==> src/design/bocv_pkg.sv <==
package bocv_pkg;

  // Table geometry and percentage steps
  localparam int TableEntries = 11;
  localparam int StepPct      = 10;
  localparam int FullPct      = 100;

  // Widths for the top level and the serial divider
  localparam int MvW    = 16;
  localparam int StepsW = 5;
  localparam int PctW   = 7;

  // Operation codes carried in tuser of the input stream
  localparam logic OpConvert = 1'b0;
  localparam logic OpLoad    = 1'b1;

  // Step counts for the two uses of the divider
  localparam logic [StepsW-1:0] StepsCell   = StepsW'(16);
  localparam logic [StepsW-1:0] StepsInterp = StepsW'(4);

  // Request from the sequencer to the divider
  typedef struct packed {
    logic              start;
    logic [StepsW-1:0] steps;
  } div_req_t;

endpackage

==> src/design/bocv_div.sv <==
module bocv_div (
  input  logic                      clk_i,
  input  logic                      rst_ni,
  input  bocv_pkg::div_req_t        req_i,
  input  logic [bocv_pkg::MvW-1:0]  rem_init_i,
  input  logic [bocv_pkg::MvW-1:0]  num_i,
  input  logic [bocv_pkg::MvW-1:0]  den_i,
  output logic                      done_o,
  output logic [bocv_pkg::MvW-1:0]  quot_o
);
  import bocv_pkg::*;

  logic [MvW-1:0]    rem_q, rem_d;
  logic [MvW-1:0]    num_q, num_d;
  logic [MvW-1:0]    den_q, den_d;
  logic [MvW-1:0]    quot_q, quot_d;
  logic [StepsW-1:0] cnt_q, cnt_d;
  logic              busy_q, busy_d;
  logic              done_q, done_d;
  logic [MvW:0]      trial;
  logic [MvW:0]      diff;
  logic              fits;

  // One restoring step: bring down the next numerator bit, try the subtract
  assign trial = {rem_q, num_q[MvW-1]};
  assign diff  = trial - {1'b0, den_q};
  assign fits  = trial >= {1'b0, den_q};

  always_comb begin
    rem_d  = rem_q;
    num_d  = num_q;
    den_d  = den_q;
    quot_d = quot_q;
    cnt_d  = cnt_q;
    busy_d = busy_q;
    done_d = 1'b0;
    if (req_i.start) begin
      rem_d  = rem_init_i;
      num_d  = num_i;
      den_d  = den_i;
      quot_d = '0;
      cnt_d  = req_i.steps;
      busy_d = 1'b1;
    end else if (busy_q) begin
      rem_d  = fits ? diff[MvW-1:0] : trial[MvW-1:0];
      num_d  = {num_q[MvW-2:0], 1'b0};
      quot_d = {quot_q[MvW-2:0], fits};
      cnt_d  = cnt_q - StepsW'(1);
      if (cnt_q == StepsW'(1)) begin
        busy_d = 1'b0;
        done_d = 1'b1;
      end
    end
  end

  always_ff @(posedge clk_i or negedge rst_ni) begin
    if (!rst_ni) begin
      busy_q <= 1'b0;
      done_q <= 1'b0;
      cnt_q  <= '0;
    end else begin
      busy_q <= busy_d;
      done_q <= done_d;
      cnt_q  <= cnt_d;
    end
  end

  // Datapath registers
  always_ff @(posedge clk_i) begin
    rem_q  <= rem_d;
    num_q  <= num_d;
    den_q  <= den_d;
    quot_q <= quot_d;
  end

  assign done_o = done_q;
  assign quot_o = quot_q;

endmodule

==> src/design/battery_ocv_percent_interp.sv <==
// Channel   | Direction | Transfer carries
// s_axis    | in        | tuser: operation; tdata: pack mV, entry index, entry mV
// m_axis    | out       | tuser: error; tdata: percent
// cfg_wr    | in        | cells in series, registered, no read-back
//
// A table load is written when accepted. A conversion runs the per-cell division
// (radix-2 serial divider, one quotient bit per cycle, skipped when the cell
// count is 0 or 1), scans one table entry per cycle through the segments, then
// interpolates through the same divider and hands the result over.
// Reset clears the control state and sets cells in series to 1; the table holds
// nothing until loaded. A result waits in the output register while the next
// transfer is accepted; a stalled output holds the sequencer at its last step.
module battery_ocv_percent_interp #(
  parameter int TABLE_ENTRIES = bocv_pkg::TableEntries
) (
  input  logic        clk_i,
  input  logic        rst_ni,
  input  logic        s_axis_tvalid,
  output logic        s_axis_tready,
  input  logic [39:0] s_axis_tdata,  // [15:0] pack mV, [19:16] entry index, [35:20] entry mV
  input  logic [0:0]  s_axis_tuser,  // [0] operation
  output logic        m_axis_tvalid,
  input  logic        m_axis_tready,
  output logic [7:0]  m_axis_tdata,  // [6:0] percent
  output logic [0:0]  m_axis_tuser,  // [0] error
  input  logic        cfg_wr_en_i,
  input  logic [3:0]  cfg_wr_data_i
);
  import bocv_pkg::*;

  localparam int IdxW = $clog2(TABLE_ENTRIES);
  localparam logic [IdxW-1:0] LastIdx = IdxW'(TABLE_ENTRIES - 1);

  typedef enum logic [2:0] {
    S_IDLE,
    S_DIV,
    S_CHECK,
    S_SCAN,
    S_INTERP,
    S_EMIT
  } state_e;

  state_e           state_q, state_d;
  logic [MvW-1:0]   tbl_q [TABLE_ENTRIES];
  logic [3:0]       cells_q, cells_d;
  logic [MvW-1:0]   v_q, v_d;
  logic [MvW-1:0]   hi_q, hi_d;
  logic [IdxW-1:0]  idx_q, idx_d;
  logic [PctW-1:0]  pct_low_q, pct_low_d;
  logic [PctW-1:0]  res_pct_q, res_pct_d;
  logic             res_err_q, res_err_d;
  logic             out_valid_q, out_valid_d;
  logic [PctW-1:0]  out_pct_q, out_pct_d;
  logic             out_err_q, out_err_d;

  logic             in_xfer;
  logic [MvW-1:0]   in_pack_mv;
  logic [3:0]       in_index;
  logic [MvW-1:0]   in_entry_mv;
  logic             in_op;
  logic [MvW-1:0]   lo;
  logic [MvW-1:0]   dv;
  logic [MvW-1:0]   dlo;
  logic [19:0]      scaled;
  div_req_t         div_req;
  logic [MvW-1:0]   div_rem_init;
  logic [MvW-1:0]   div_num;
  logic [MvW-1:0]   div_den;
  logic             div_done;
  logic [MvW-1:0]   div_quot;

  // Input unpacking
  assign in_pack_mv  = s_axis_tdata[15:0];
  assign in_index    = s_axis_tdata[19:16];
  assign in_entry_mv = s_axis_tdata[35:20];
  assign in_op       = s_axis_tuser[0];

  assign s_axis_tready = (state_q == S_IDLE);
  assign in_xfer       = s_axis_tvalid && s_axis_tready;

  // Segment arithmetic: 10 * (v - lo) as x*8 + x*2
  assign lo     = tbl_q[idx_q];
  assign dv     = hi_q - lo;
  assign dlo    = v_q - lo;
  assign scaled = 20'({dlo, 3'b000}) + 20'({dlo, 1'b0});

  bocv_div u_div (
    .clk_i      (clk_i),
    .rst_ni     (rst_ni),
    .req_i      (div_req),
    .rem_init_i (div_rem_init),
    .num_i      (div_num),
    .den_i      (div_den),
    .done_o     (div_done),
    .quot_o     (div_quot)
  );

  // Sequencer
  always_comb begin
    state_d      = state_q;
    cells_d      = cells_q;
    v_d          = v_q;
    hi_d         = hi_q;
    idx_d        = idx_q;
    pct_low_d    = pct_low_q;
    res_pct_d    = res_pct_q;
    res_err_d    = res_err_q;
    out_valid_d  = out_valid_q;
    out_pct_d    = out_pct_q;
    out_err_d    = out_err_q;
    div_req      = '{start: 1'b0, steps: StepsCell};
    div_rem_init = '0;
    div_num      = in_pack_mv;
    div_den      = {{(MvW - 4){1'b0}}, cells_q};

    if (cfg_wr_en_i) begin
      cells_d = cfg_wr_data_i;
    end
    if (out_valid_q && m_axis_tready) begin
      out_valid_d = 1'b0;
    end

    case (state_q)
      S_IDLE: begin
        if (in_xfer && in_op == OpConvert) begin
          v_d = in_pack_mv;
          if (cells_q > 4'd1) begin
            div_req.start = 1'b1;
            state_d       = S_DIV;
          end else begin
            state_d = S_CHECK;
          end
        end
      end
      S_DIV: begin
        if (div_done) begin
          v_d     = div_quot;
          state_d = S_CHECK;
        end
      end
      S_CHECK: begin
        res_pct_d = '0;
        res_err_d = 1'b0;
        if (v_q == '0) begin
          res_err_d = 1'b1;
          state_d   = S_EMIT;
        end else if (v_q >= tbl_q[0]) begin
          res_pct_d = PctW'(FullPct);
          state_d   = S_EMIT;
        end else if (v_q <= tbl_q[LastIdx]) begin
          state_d = S_EMIT;
        end else begin
          hi_d      = tbl_q[0];
          idx_d     = IdxW'(1);
          pct_low_d = PctW'(FullPct - StepPct);
          state_d   = S_SCAN;
        end
      end
      S_SCAN: begin
        if (v_q <= hi_q && v_q >= lo) begin
          if (dv == '0) begin
            res_pct_d = pct_low_q;
            state_d   = S_EMIT;
          end else begin
            // quotient stays below 16, so the top 16 bits preload the remainder
            div_req      = '{start: 1'b1, steps: StepsInterp};
            div_rem_init = scaled[19:4];
            div_num      = {scaled[3:0], {(MvW - 4){1'b0}}};
            div_den      = dv;
            state_d      = S_INTERP;
          end
        end else if (idx_q == LastIdx) begin
          res_err_d = 1'b1;
          state_d   = S_EMIT;
        end else begin
          hi_d      = lo;
          idx_d     = idx_q + IdxW'(1);
          pct_low_d = pct_low_q - PctW'(StepPct);
        end
      end
      S_INTERP: begin
        if (div_done) begin
          res_pct_d = pct_low_q + PctW'(div_quot[3:0]);
          state_d   = S_EMIT;
        end
      end
      S_EMIT: begin
        if (!out_valid_q || m_axis_tready) begin
          out_valid_d = 1'b1;
          out_pct_d   = res_pct_q;
          out_err_d   = res_err_q;
          state_d     = S_IDLE;
        end
      end
      default: begin
        state_d = S_IDLE;
      end
    endcase
  end

  always_ff @(posedge clk_i or negedge rst_ni) begin
    if (!rst_ni) begin
      state_q     <= S_IDLE;
      cells_q     <= 4'd1;
      out_valid_q <= 1'b0;
    end else begin
      state_q     <= state_d;
      cells_q     <= cells_d;
      out_valid_q <= out_valid_d;
    end
  end

  // Payload registers
  always_ff @(posedge clk_i) begin
    v_q       <= v_d;
    hi_q      <= hi_d;
    idx_q     <= idx_d;
    pct_low_q <= pct_low_d;
    res_pct_q <= res_pct_d;
    res_err_q <= res_err_d;
    out_pct_q <= out_pct_d;
    out_err_q <= out_err_d;
  end

  // OCV table; out-of-range loads are dropped
  always_ff @(posedge clk_i) begin
    if (in_xfer && in_op == OpLoad && 32'(in_index) < TABLE_ENTRIES) begin
      tbl_q[in_index[IdxW-1:0]] <= in_entry_mv;
    end
  end

  assign m_axis_tvalid = out_valid_q;
  assign m_axis_tdata  = {1'b0, out_pct_q};
  assign m_axis_tuser  = out_err_q;

endmodule

==> config.mk <==
export PLATFORM = sky130hd
export DESIGN_NAME = battery_ocv_percent_interp
export DESIGN_NICKNAME = d
export VERILOG_FILES = /design/src/design/bocv_pkg.sv /design/src/design/bocv_div.sv /design/src/design/battery_ocv_percent_interp.sv
export SDC_FILE = /design/constraint.sdc
export NUM_CORES = 1
export LEC_CHECK = 0
export BUFFER_PORTS_ARGS = -buffer_cell sky130_fd_sc_hd__buf_2
export CAP_MARGIN = 25
export CORE_MARGIN = 5
export CORE_UTILIZATION = 40
export DETAILED_ROUTE_END_ITERATION = 8
export PLACE_DENSITY_LB_ADDON = 0.3
export SLEW_MARGIN = 20
export SYNTH_ARGS = -nofsm -noshare
export SYNTH_HDL_FRONTEND = slang
export SYNTH_SLANG_ARGS = --single-unit
==> constraint.sdc <==
create_clock -name clk_i -period 15.6 [get_ports clk_i]
set_input_delay 0.78 -clock clk_i [delete_from_list [all_inputs] [get_ports clk_i]]
set_output_delay 0.78 -clock clk_i [all_outputs]
set_load 0.05 [all_outputs]
==> results.json, run 1 <==
{
  "setup-tns-final_ns": 0,
  "drv_slew": 0,
  "drtIter0Drc": 838,
  "post-cts-setup-buffer-count": 0,
  "worstRegToRegCells": 18,
  "gp_congestion": 0.844,
  "relSlewSlack_pct": 31.4,
  "cts_tree": "built",
  "r2r_slack_ns": 8.94,
  "core_area_sq_um": 42900,
  "grt_usage_pct": 16.9,
  "fp.dieH_um": 218,
  "syn_avg_cell_area_sq_um": 11.9,
  "syn-cell-area_sq_um": 17300,
  "cts_resized": 0,
  "grt_start_max_net_pins": 51,
  "hold_class": "in -> async",
  "ys_seq_area_share_pct": 53.4,
  "p_comb_share_pct": 54.1,
  "min_period_ns": 6.66,
  "antenna_found_initial": 0,
  "regArea_sq_um": 9250,
  "insertion_delay_ns": 0.54,
  "r2r_end": "u_div.rem_q[4]",
  "leakage_nw": 7.64,
  "synth-edff-count": 282,
  "ys_seq_elements": 317,
  "start_util_pct": 40.3,
  "place_area_sq_um": 18300,
  "fin_skew_ns": 0.0250,
  "drtPass1Iterations": 5,
  "most-common-layout-cells": "282 x edfxtp_1, 117 x nand2_1, 117 x ha_1",
  "synth_warnings": 0,
  "dp_hpwl_um": 29500,
  "synthFlopType": "edfxtp_1",
  "final_hold_viol_count": 0,
  "setup_viol_count_final": 0,
  "rows": 76,
  "tightestPinTransition_ns": 1.03,
  "num_io_pins": 61,
  "syn-num-nets": 1625,
  "synth.distinct_cells": 79,
  "design_area_sq_um": 19500,
  "p_int_mw": 2.65,
  "cts-root-buf": "clkbuf_16",
  "cts.clk_slew.worst_paths_ns": 0.06,
  "wire_per_inst_um": 19.3,
  "grt_pass1_vias": 11376,
  "drc": 0,
  "die_x_um": 218,
  "numCtsBuffers": 35,
  "final_nets": 1686,
  "htree_levels": 2,
  "seqPwrFrac_pct": 27.0,
  "layout_commonest_cell": "edfxtp_1",
  "area_delta_synth_final_pct": 12.9,
  "numClockSinks": 317,
  "p_switching_mw": 1.84,
  "max_freq_mhz": 150,
  "viasPerCell": 5.45,
  "status": "finished, final reports clean",
  "path_max_fanout": 50,
  "arrival_ns": 6.88,
  "multi_input_area_sq_um": 7480,
  "totalWireLength_um": 41000,
  "drive_gt1_share_pct": 14.2,
  "swShare_pct": 41.0,
  "cp-end-kind": "register",
  "grt_pass1_wl_um": 63200,
  "post-route-period-util_pct": 42.7,
  "timing.max_cap.violations": 0,
  "die-area_sq_um": 47500,
  "route.vias.total": 11597,
  "ant_nets": 0,
  "crit_type": "reg -> reg",
  "port_buffers": 55,
  "clk_path_buf_depth": 3,
  "grt-ovfl-total": 0,
  "rsz0062_at_grt": "no",
  "p_clk_share_pct": 19.0,
  "power_density_nw_per_um2": 230,
  "cp-start-kind": "register",
  "diodes": 0,
  "syn-instance-count": 1453,
  "irDropWorstVdd_v": 0.000136,
  "synthArstFlopShare_pct": 4.73,
  "cp.required_ns": 15.82,
  "cts_hold_buffers": 0,
  "fillers": 3825
}
==> synthesized netlist by cell type (11+ instances only) <==
library cell | count | area [sq um]
xor2_1 | 14 | 123
inv_1 | 97 | 364
nor2_1 | 105 | 394
o21ai_1 | 11 | 55.1
nor3_1 | 33 | 165
mux4_2 | 31 | 698
o21ai_0 | 92 | 460
xnor2_1 | 35 | 307
mux2i_1 | 40 | 400
mux2_2 | 32 | 360
nand4_1 | 17 | 106
nand2_1 | 117 | 439
nand2b_1 | 11 | 68.8
dfrtp_1 | 14 | 350
a21o_1 | 27 | 203
a31oi_1 | 12 | 75.1
and3_1 | 13 | 81.3
a211oi_1 | 21 | 158
ha_1 | 117 | 1460
a21oi_1 | 63 | 315
clkbuf_1 | 35 | 131
o211ai_1 | 16 | 120
nor2b_1 | 20 | 125
nand3_1 | 20 | 100
edfxtp_1 | 282 | 8470
o21a_1 | 21 | 158
dfxtp_1 | 20 | 400
==> kinds of logic (layout without fill, tap and decap cells) <==
| logic type | count (synthesis) | after routing | synth area share (%) |
|---|---|---|---|
| muxes | 108 | 108 | 8.82 |
| adders and majority gates | 122 | 122 | 9.04 |
| DFF | 317 | 317 | 53.4 |
| xor gates and xnor gates | 49 | 49 | 2.48 |
| and+or+nand+nor | 376 | 376 | 10.2 |
| AOI/OAI and AO/OA | 329 | 329 | 12.4 |
| buffers and inverters | 151 | 239 | 3.63 |
| other | 1 | 1 | 0.0217 |
==> cell type report <==
class                           instances  share of cell area (%)
Clock buffer                           44                    4.71
Clock inverter                         20                    1.45
Inverter                               97                    1.86
Multi-Input combinational cell        985                    38.3
Sequential cell                       317                    47.3
Tap cell                              585                    3.75
Timing Repair Buffer                   78                    2.59
==> routing by layer <==
layer	global-route usage, %	up-vias	wire length [um]	part of all wire (%)
met1	23.5	5628	18500	45
li1	-	5587	-	-
met5	0	-	0	0
met2	27.4	311	19100	47
met3	2.57	71	2110	5.1
met4	5.44	0	1240	3.0
==> sequential cells by signal, summed over array words and instances (netlist names), 3 cells and up, named ones only <==
signal,cells
state_q,3
pct_low_q,6
hi_q,16
out_pct_q,7
res_pct_q,7
v_q,16
u_div.cnt_q,5
u_div.den_q,16
u_div.quot_o,16
u_div.num_q,16
tbl_q,176
cells_q,4
u_div.rem_q,16
idx_q,4
==> critical path, cell delays in order, from the launching register on <==
cell,delay (ns)
dfxtp_2,0.31
buf_4,0.71
mux4_2,0.62
nand2_1,0.10
o21ai_0,0.10
a21oi_1,0.44
inv_1,0.17
fa_1,0.45
nor2b_1,0.24
o2111ai_1,0.23
and3_1,0.29
nor4_1,0.31
nor3_1,0.10
xnor2_1,0.14
and4bb_1,0.87
or2_1,0.57
buf_16,0.22
nand3_1,0.08
buf_4,0.29
==> metrics by stage <==
stage	total power [mW]	std cells	setup slack [ns]	hold slack (ns)	utilization, %
final	4.49	2126	8.94	0.188	45.5
after global routing	4.82	2126	8.41	0.206	45.5
after CTS	4.49	2124	8.86	0.188	45.4
after detailed placement	3.63	2060	8.89	0.407	42.6
after global placement	3.56	2057	8.75	0.408	42.5
after floorplan	3.07	1453	9.73	0.400	-
==> worst max-delay path by stage <==
stage	start	slack (ns)	to
floorplan	register	9.73	u_div.num_q[0]
global placement	register	8.75	u_div.rem_q[6]
detailed placement	register	8.89	u_div.rem_q[6]
CTS	register	8.86	u_div.rem_q[5]
global route	register	8.41	u_div.rem_q[4]
finish	register	8.94	u_div.rem_q[4]
==> power by group through the flow <==
| stage | Clock, mW | Sequential (mW) | Combinational (mW) |
|---|---|---|---|
| floorplan | 0 | 1.19 | 1.88 |
| global placement | 0 | 1.22 | 2.34 |
| detailed placement | 0 | 1.23 | 2.40 |
| CTS | 0.870 | 1.21 | 2.41 |
| global route | 0.903 | 1.22 | 2.69 |
| finish | 0.851 | 1.21 | 2.43 |
Power figures use the tool's default switching activity.
==> inputs of run 2 (changes only) <==
==> constraint.sdc (replaced) <==
create_clock -name clk_i -period 6.8 [get_ports clk_i]
set_input_delay 0.34 -clock clk_i [delete_from_list [all_inputs] [get_ports clk_i]]
set_output_delay 0.34 -clock clk_i [all_outputs]
set_load 0.05 [all_outputs]
==> run 2 against run 1 <==
Compared with the run above:
- clock skew up 0.0034 ns
- hold slack worse by 0.13 ns
- via count up 0.78%
- critical path type unchanged
- highest routed layer unchanged
==> results.json, run 2 (synthesized netlist as in run 1, its figures left out) <==
{
  "timing.max_cap.violations": 0,
  "cts_resized": 0,
  "drv_slew": 0,
  "hold_class": "in -> reg",
  "layoutNonFillerInstCount": 2144,
  "cp_common_cell": "a21oi_1",
  "rsz0062_at_grt": "no",
  "hold_path_depth": 2,
  "grt-ovfl-total": 0,
  "crit_buf_inv": 1,
  "cp_cell_sequence": "buf_4 > mux4_2 > nand2_1 > o21ai_0 > a21oi_1 > ha_1 > nor2b_1 > o21ai_0 > a21oi_1 > o21ai_0 > o21bai_1 > a21oi_1 > xnor2_1 > ha_1 > and3_1 > a31oi_1 > a21oi_1 > a21o_1 > a21o_1 > nand2_1 > xnor2_1 > mux2_1",
  "area_delta_synth_final_pct": 13.0,
  "drtIter0Drc": 875,
  "wire_per_inst_um": 19.6,
  "cp-start-kind": "register",
  "leakage_nw": 7.68,
  "place_area_sq_um": 18500,
  "layout_commonest_cell": "edfxtp_1",
  "cp-end-kind": "register",
  "path_max_fanout": 10,
  "max_freq_mhz": 169,
  "path_depth": 22,
  "ant_nets": 0,
  "drive_gt1_share_pct": 15.3,
  "r2r_slack_ns": 0.90,
  "cp.required_ns": 7.07,
  "fin_skew_ns": 0.0283,
  "drtPass1Iterations": 5,
  "diodes": 0,
  "antenna_found_initial": 0,
  "design_area_sq_um": 19600,
  "gp_congestion": 0.872,
  "setup_viol_count_final": 0,
  "post-cts-setup-buffer-count": 0,
  "final_nets": 1708,
  "worstRegToRegCells": 22,
  "endpoint": "u_div.rem_q[14]",
  "die_x_um": 218,
  "irDropWorstVdd_v": 0.000352,
  "cts_tree": "built",
  "post-route-period-util_pct": 86.8,
  "core_area_sq_um": 42900,
  "placedCellCount": 2081,
  "fp.dieH_um": 218,
  "port_buffers": 55,
  "numClockSinks": 317,
  "insertion_delay_ns": 0.54,
  "finalPower_mw": 10.4,
  "largest_reg_flops": 176,
  "route.vias.total": 11687,
  "dp_hpwl_um": 31000,
  "most-common-layout-cells": "282 x edfxtp_1, 117 x nand2_1, 117 x ha_1",
  "clk_path_buf_depth": 3,
  "totalWireLength_um": 42000,
  "grt_start_max_net_pins": 36,
  "die-area_sq_um": 47500,
  "crit_family": "compound AO/OA/AOI/OAI gates",
  "grt_usage_pct": 17.7,
  "crit_type": "reg -> reg",
  "cp_slowest_cell": "dfxtp_2",
  "power_density_nw_per_um2": 529,
  "numCtsBuffers": 35,
  "min_period_ns": 5.90,
  "tightestPinTransition_ns": 1.02,
  "relSlewSlack_pct": 31.7,
  "drc": 0,
  "htree_levels": 2,
  "critPathMaxStageDelay_ns": 0.55,
  "num_io_pins": 61,
  "final_util_pct": 45.6,
  "start_util_pct": 40.3,
  "final_hold_viol_count": 0,
  "cts.clk_slew.worst_paths_ns": 0.06,
  "grt_pass1_wl_um": 66400,
  "r2r_end": "u_div.rem_q[14]",
  "status": "finished, final reports clean",
  "setup-tns-final_ns": 0,
  "arrival_ns": 6.17,
  "rows": 76,
  "viasPerCell": 5.45,
  "cts-root-buf": "clkbuf_16",
  "grt_pass1_vias": 11722
}
-- run 2: changes by cell type in the layout (fill, tap and decap cells not counted), moves of 2 or more --
cell	previous run	this run
buf_4	18	39
bufinv_16	5	0
buf_12	0	3
clkbuf_8	1	4
buf_16	2	0
clkbuf_1	8	6
clkinv_2	4	6
-- run 2: how the worst min path moves through the flow --
stage / slack, ns / to / from
after floorplan: 0.04 / cells_q[1] / rst_ni
after global placement: 0.30 / state_q[1] / rst_ni
after detailed placement: 0.31 / state_q[1] / rst_ni
after CTS: 0.03 / cells_q[0] / cfg_wr_data_i[0]
after global routing: 0.04 / cells_q[0] / cfg_wr_data_i[0]
final: 0.06 / cells_q[1] / cfg_wr_data_i[1]
-- run 2: layout make-up --
type / count / area, sq um
fillers: 3908 / 23300
flip-flops and latches: 317 / 9250
multi-input cells: 985 / 7480
clock buffers: 45 / 953
well taps: 585 / 732
repair buffers: 100 / 664
inverters: 97 / 364
clock inverters: 15 / 119
-- run 2: worst reg2reg max path: stages (launching register included) --
cell and delay (ns):
dfxtp_2 0.55, buf_4 0.29, mux4_2 0.51, nand2_1 0.12, o21ai_0 0.11, a21oi_1 0.49
ha_1 0.40, nor2b_1 0.17, o21ai_0 0.25, a21oi_1 0.16, o21ai_0 0.39, o21bai_1 0.12
a21oi_1 0.20, xnor2_1 0.17, ha_1 0.31, and3_1 0.20, a31oi_1 0.27, a21oi_1 0.11
a21o_1 0.21, a21o_1 0.18, nand2_1 0.07, xnor2_1 0.07, mux2_1 0.29
-- run 2: what timing repair did --
action,4_1_cts,5_1_grt
endpoints found under the setup margin,0,0
hold buffers,1,0
hold endpoints to repair,14,0
-- run 2: per-layer routing --
layer / track usage, % / vias up / share of wire [%]
li1: - / 5637 / -
met1: 25.0 / 5706 / 46
met2: 29.2 / 293 / 48
met3: 2.28 / 51 / 4.8
met4: 4.25 / 0 / 1.8
met5: 0 / - / 0
-- run 2: per-stage QoR --
step / setup WS, ns / hold WS [ns]
global route: 0.553 / 0.0395
CTS: 0.918 / 0.0335
finish: 0.899 / 0.0574
detailed placement: 0.952 / 0.310
floorplan: 0.926 / 0.0444
global placement: 1.03 / 0.305
-- run 2: report_power, final --
part	internal [mW]	switching, mW
registers	2.55	0.244
clock network	0.999	0.766
logic	2.43	3.37
==> inputs of run 3 (changes only) <==
--- a/config.mk
+++ b/config.mk
@@ -9,6 +9,7 @@
 export CAP_MARGIN = 25
 export CORE_MARGIN = 5
 export CORE_UTILIZATION = 40
+export CTS_BUF_LIST = sky130_fd_sc_hd__clkbuf_16
 export DETAILED_ROUTE_END_ITERATION = 8
 export PLACE_DENSITY_LB_ADDON = 0.3
 export SLEW_MARGIN = 20
==> run 3 against run 2 <==
Compared with the run above:
- sequential share of layout area grew 0.097 points
- hold slack gained 0.0010 ns
- via count is essentially flat
- register-to-register slack gained 0.02 ns
- combinational power is essentially flat
- critical path type unchanged
- power shrank 0.50%
- core utilization shrank 0.093 points
- routed wire length is essentially flat
- flip-flop and latch count is the same
- clock skew grew 0.0016 ns
==> results.json, run 3 (synthesized netlist as in run 1, its figures left out) <==
{
  "status": "finished, final reports clean",
  "cts-root-buf": "clkbuf_16",
  "cts_tree": "built",
  "final_nets": 1708,
  "r2r_slack_ns": 0.92,
  "area_delta_synth_final_pct": 12.8,
  "timing.max_cap.violations": 0,
  "cp-start-kind": "register",
  "most-common-layout-cells": "282 x edfxtp_1, 117 x nand2_1, 117 x ha_1",
  "grt_busiest_layer": "met2",
  "gp_congestion": 0.872,
  "cts_resized": 0,
  "dp_hpwl_um": 31000,
  "numClockSinks": 317,
  "fin_skew_ns": 0.0299,
  "fp.dieH_um": 218,
  "die_x_um": 218,
  "grt_pass1_vias": 11723,
  "finalPower_mw": 10.3,
  "largest_reg_flops": 176,
  "rows": 76,
  "port_buffers": 55,
  "setup_viol_count_final": 0,
  "core_area_sq_um": 42900,
  "start_util_pct": 40.3,
  "clk_path_buf_depth": 3,
  "cp-end-kind": "register",
  "totalWireLength_um": 42000,
  "route.vias.total": 11696,
  "cp.required_ns": 7.07,
  "grt-ovfl-total": 0,
  "hold_class": "in -> reg",
  "insertion_delay_ns": 0.54,
  "grtUsageMet3_pct": 2.28,
  "use_met2_pct": 29.2,
  "dp_slack_ns": 0.952,
  "antenna_found_initial": 0,
  "num_io_pins": 61,
  "min_period_ns": 5.88,
  "setup-tns-final_ns": 0,
  "final_util_pct": 45.5,
  "ant_nets": 0,
  "post-route-period-util_pct": 86.5,
  "grt_pass1_wl_um": 66400,
  "arrival_ns": 6.15,
  "power_density_nw_per_um2": 528,
  "wire_per_inst_um": 19.6,
  "relSlewSlack_pct": 31.6,
  "worst_slack_ns": 0.921,
  "grt_start_max_net_pins": 36,
  "drc": 0,
  "htree_levels": 2,
  "cts.clk_slew.worst_paths_ns": 0.06,
  "final_hold_viol_count": 0,
  "rsz0062_at_grt": "no",
  "placedCellCount": 2081,
  "drive_gt1_share_pct": 15.0,
  "grt_util_met1_pct": 24.9,
  "layoutNonFillerInstCount": 2144,
  "post-cts-setup-buffer-count": 0,
  "diodes": 0,
  "crit_type": "reg -> reg",
  "max_freq_mhz": 170,
  "layout_commonest_cell": "edfxtp_1",
  "grt_usage_pct": 17.7,
  "irDropWorstVdd_v": 0.000352,
  "drtIter0Drc": 956,
  "leakage_nw": 7.68,
  "tightestPinTransition_ns": 1.02,
  "path_max_fanout": 10,
  "die-area_sq_um": 47500,
  "numCtsBuffers": 35,
  "drtPass1Iterations": 5,
  "drv_slew": 0,
  "viasPerCell": 5.46
}
==> run 3: cell count changes in the layout (fill, tap and decap cells not counted) <==
cell and change:
clkbuf_8 -4, clkinv_1 +4, inv_1 +6, clkbuf_1 -6
==> run 3: final cells by class <==
| class | instances | area, sq um |
|---|---|---|
| multi-input combinational | 985 | 7480 |
| tap | 585 | 732 |
| clock inverter | 25 | 156 |
| timing repair buffer | 100 | 664 |
| sequential | 317 | 9250 |
| fill | 3921 | 23400 |
| inverter | 97 | 364 |
| clock buffer | 35 | 876 |
==> run 3: final timing paths <==
| kind | from | end | cells after the start |
|---|---|---|---|
| min reg2reg | res_pct_q[1] | out_pct_q[1] | 0 |
| min | cfg_wr_data_i[1] | cells_q[1] | 2 |
| max reg2reg | register | u_div.rem_q[14] | 22 |
| min in group asynchronous | rst_ni | state_q[1] | 2 |
| max | register | u_div.rem_q[14] | 22 |
| max in group asynchronous | rst_ni | cells_q[0] | 2 |
==> run 3: what timing repair did <==
| action | CTS | global route |
|---|---|---|
| endpoints found under the setup margin | 0 | 0 |
| endpoints found under the hold margin | 14 | 0 |
| hold buffers | 1 | 0 |
==> run 3: critical path: stages, from the launching register on <==
cell and delay (ns):
dfxtp_2 0.55, buf_4 0.28, mux4_2 0.51, nand2_1 0.11, o21ai_0 0.10, a21oi_1 0.49, ha_1 0.39, nor2b_1 0.17
o21ai_0 0.25, a21oi_1 0.16, o21ai_0 0.38, o21bai_1 0.12, a21oi_1 0.20, xnor2_1 0.17, ha_1 0.31, and3_1 0.20
a31oi_1 0.27, a21oi_1 0.11, a21o_1 0.21, a21o_1 0.18, nand2_1 0.07, xnor2_1 0.07, mux2_1 0.29
==> run 3: power by group <==
group / switching (mW) / leakage (nW) / internal [mW]
logic: 3.37 / 4.22 / 2.43
clock network: 0.766 / 0.521 / 0.945
registers: 0.243 / 2.94 / 2.55
total: 4.38 / 7.68 / 5.92
==> run 3: routing by layer <==
metal  wire length, um  vias to the layer above
met4               730                        0
met1             19400                     5717
met2             20100                      299
met3              1800                       47
met5                 0                        -
li1                  -                     5633
==> run 3: stage by stage <==
stage / instance area, sq um / hold WS [ns]
final: 19500 / 0.0584
after global routing: 19500 / 0.0395
after CTS: 19500 / 0.0335
after detailed placement: 18500 / 0.310
after global placement: 18500 / 0.305
after floorplan: 17300 / 0.0444
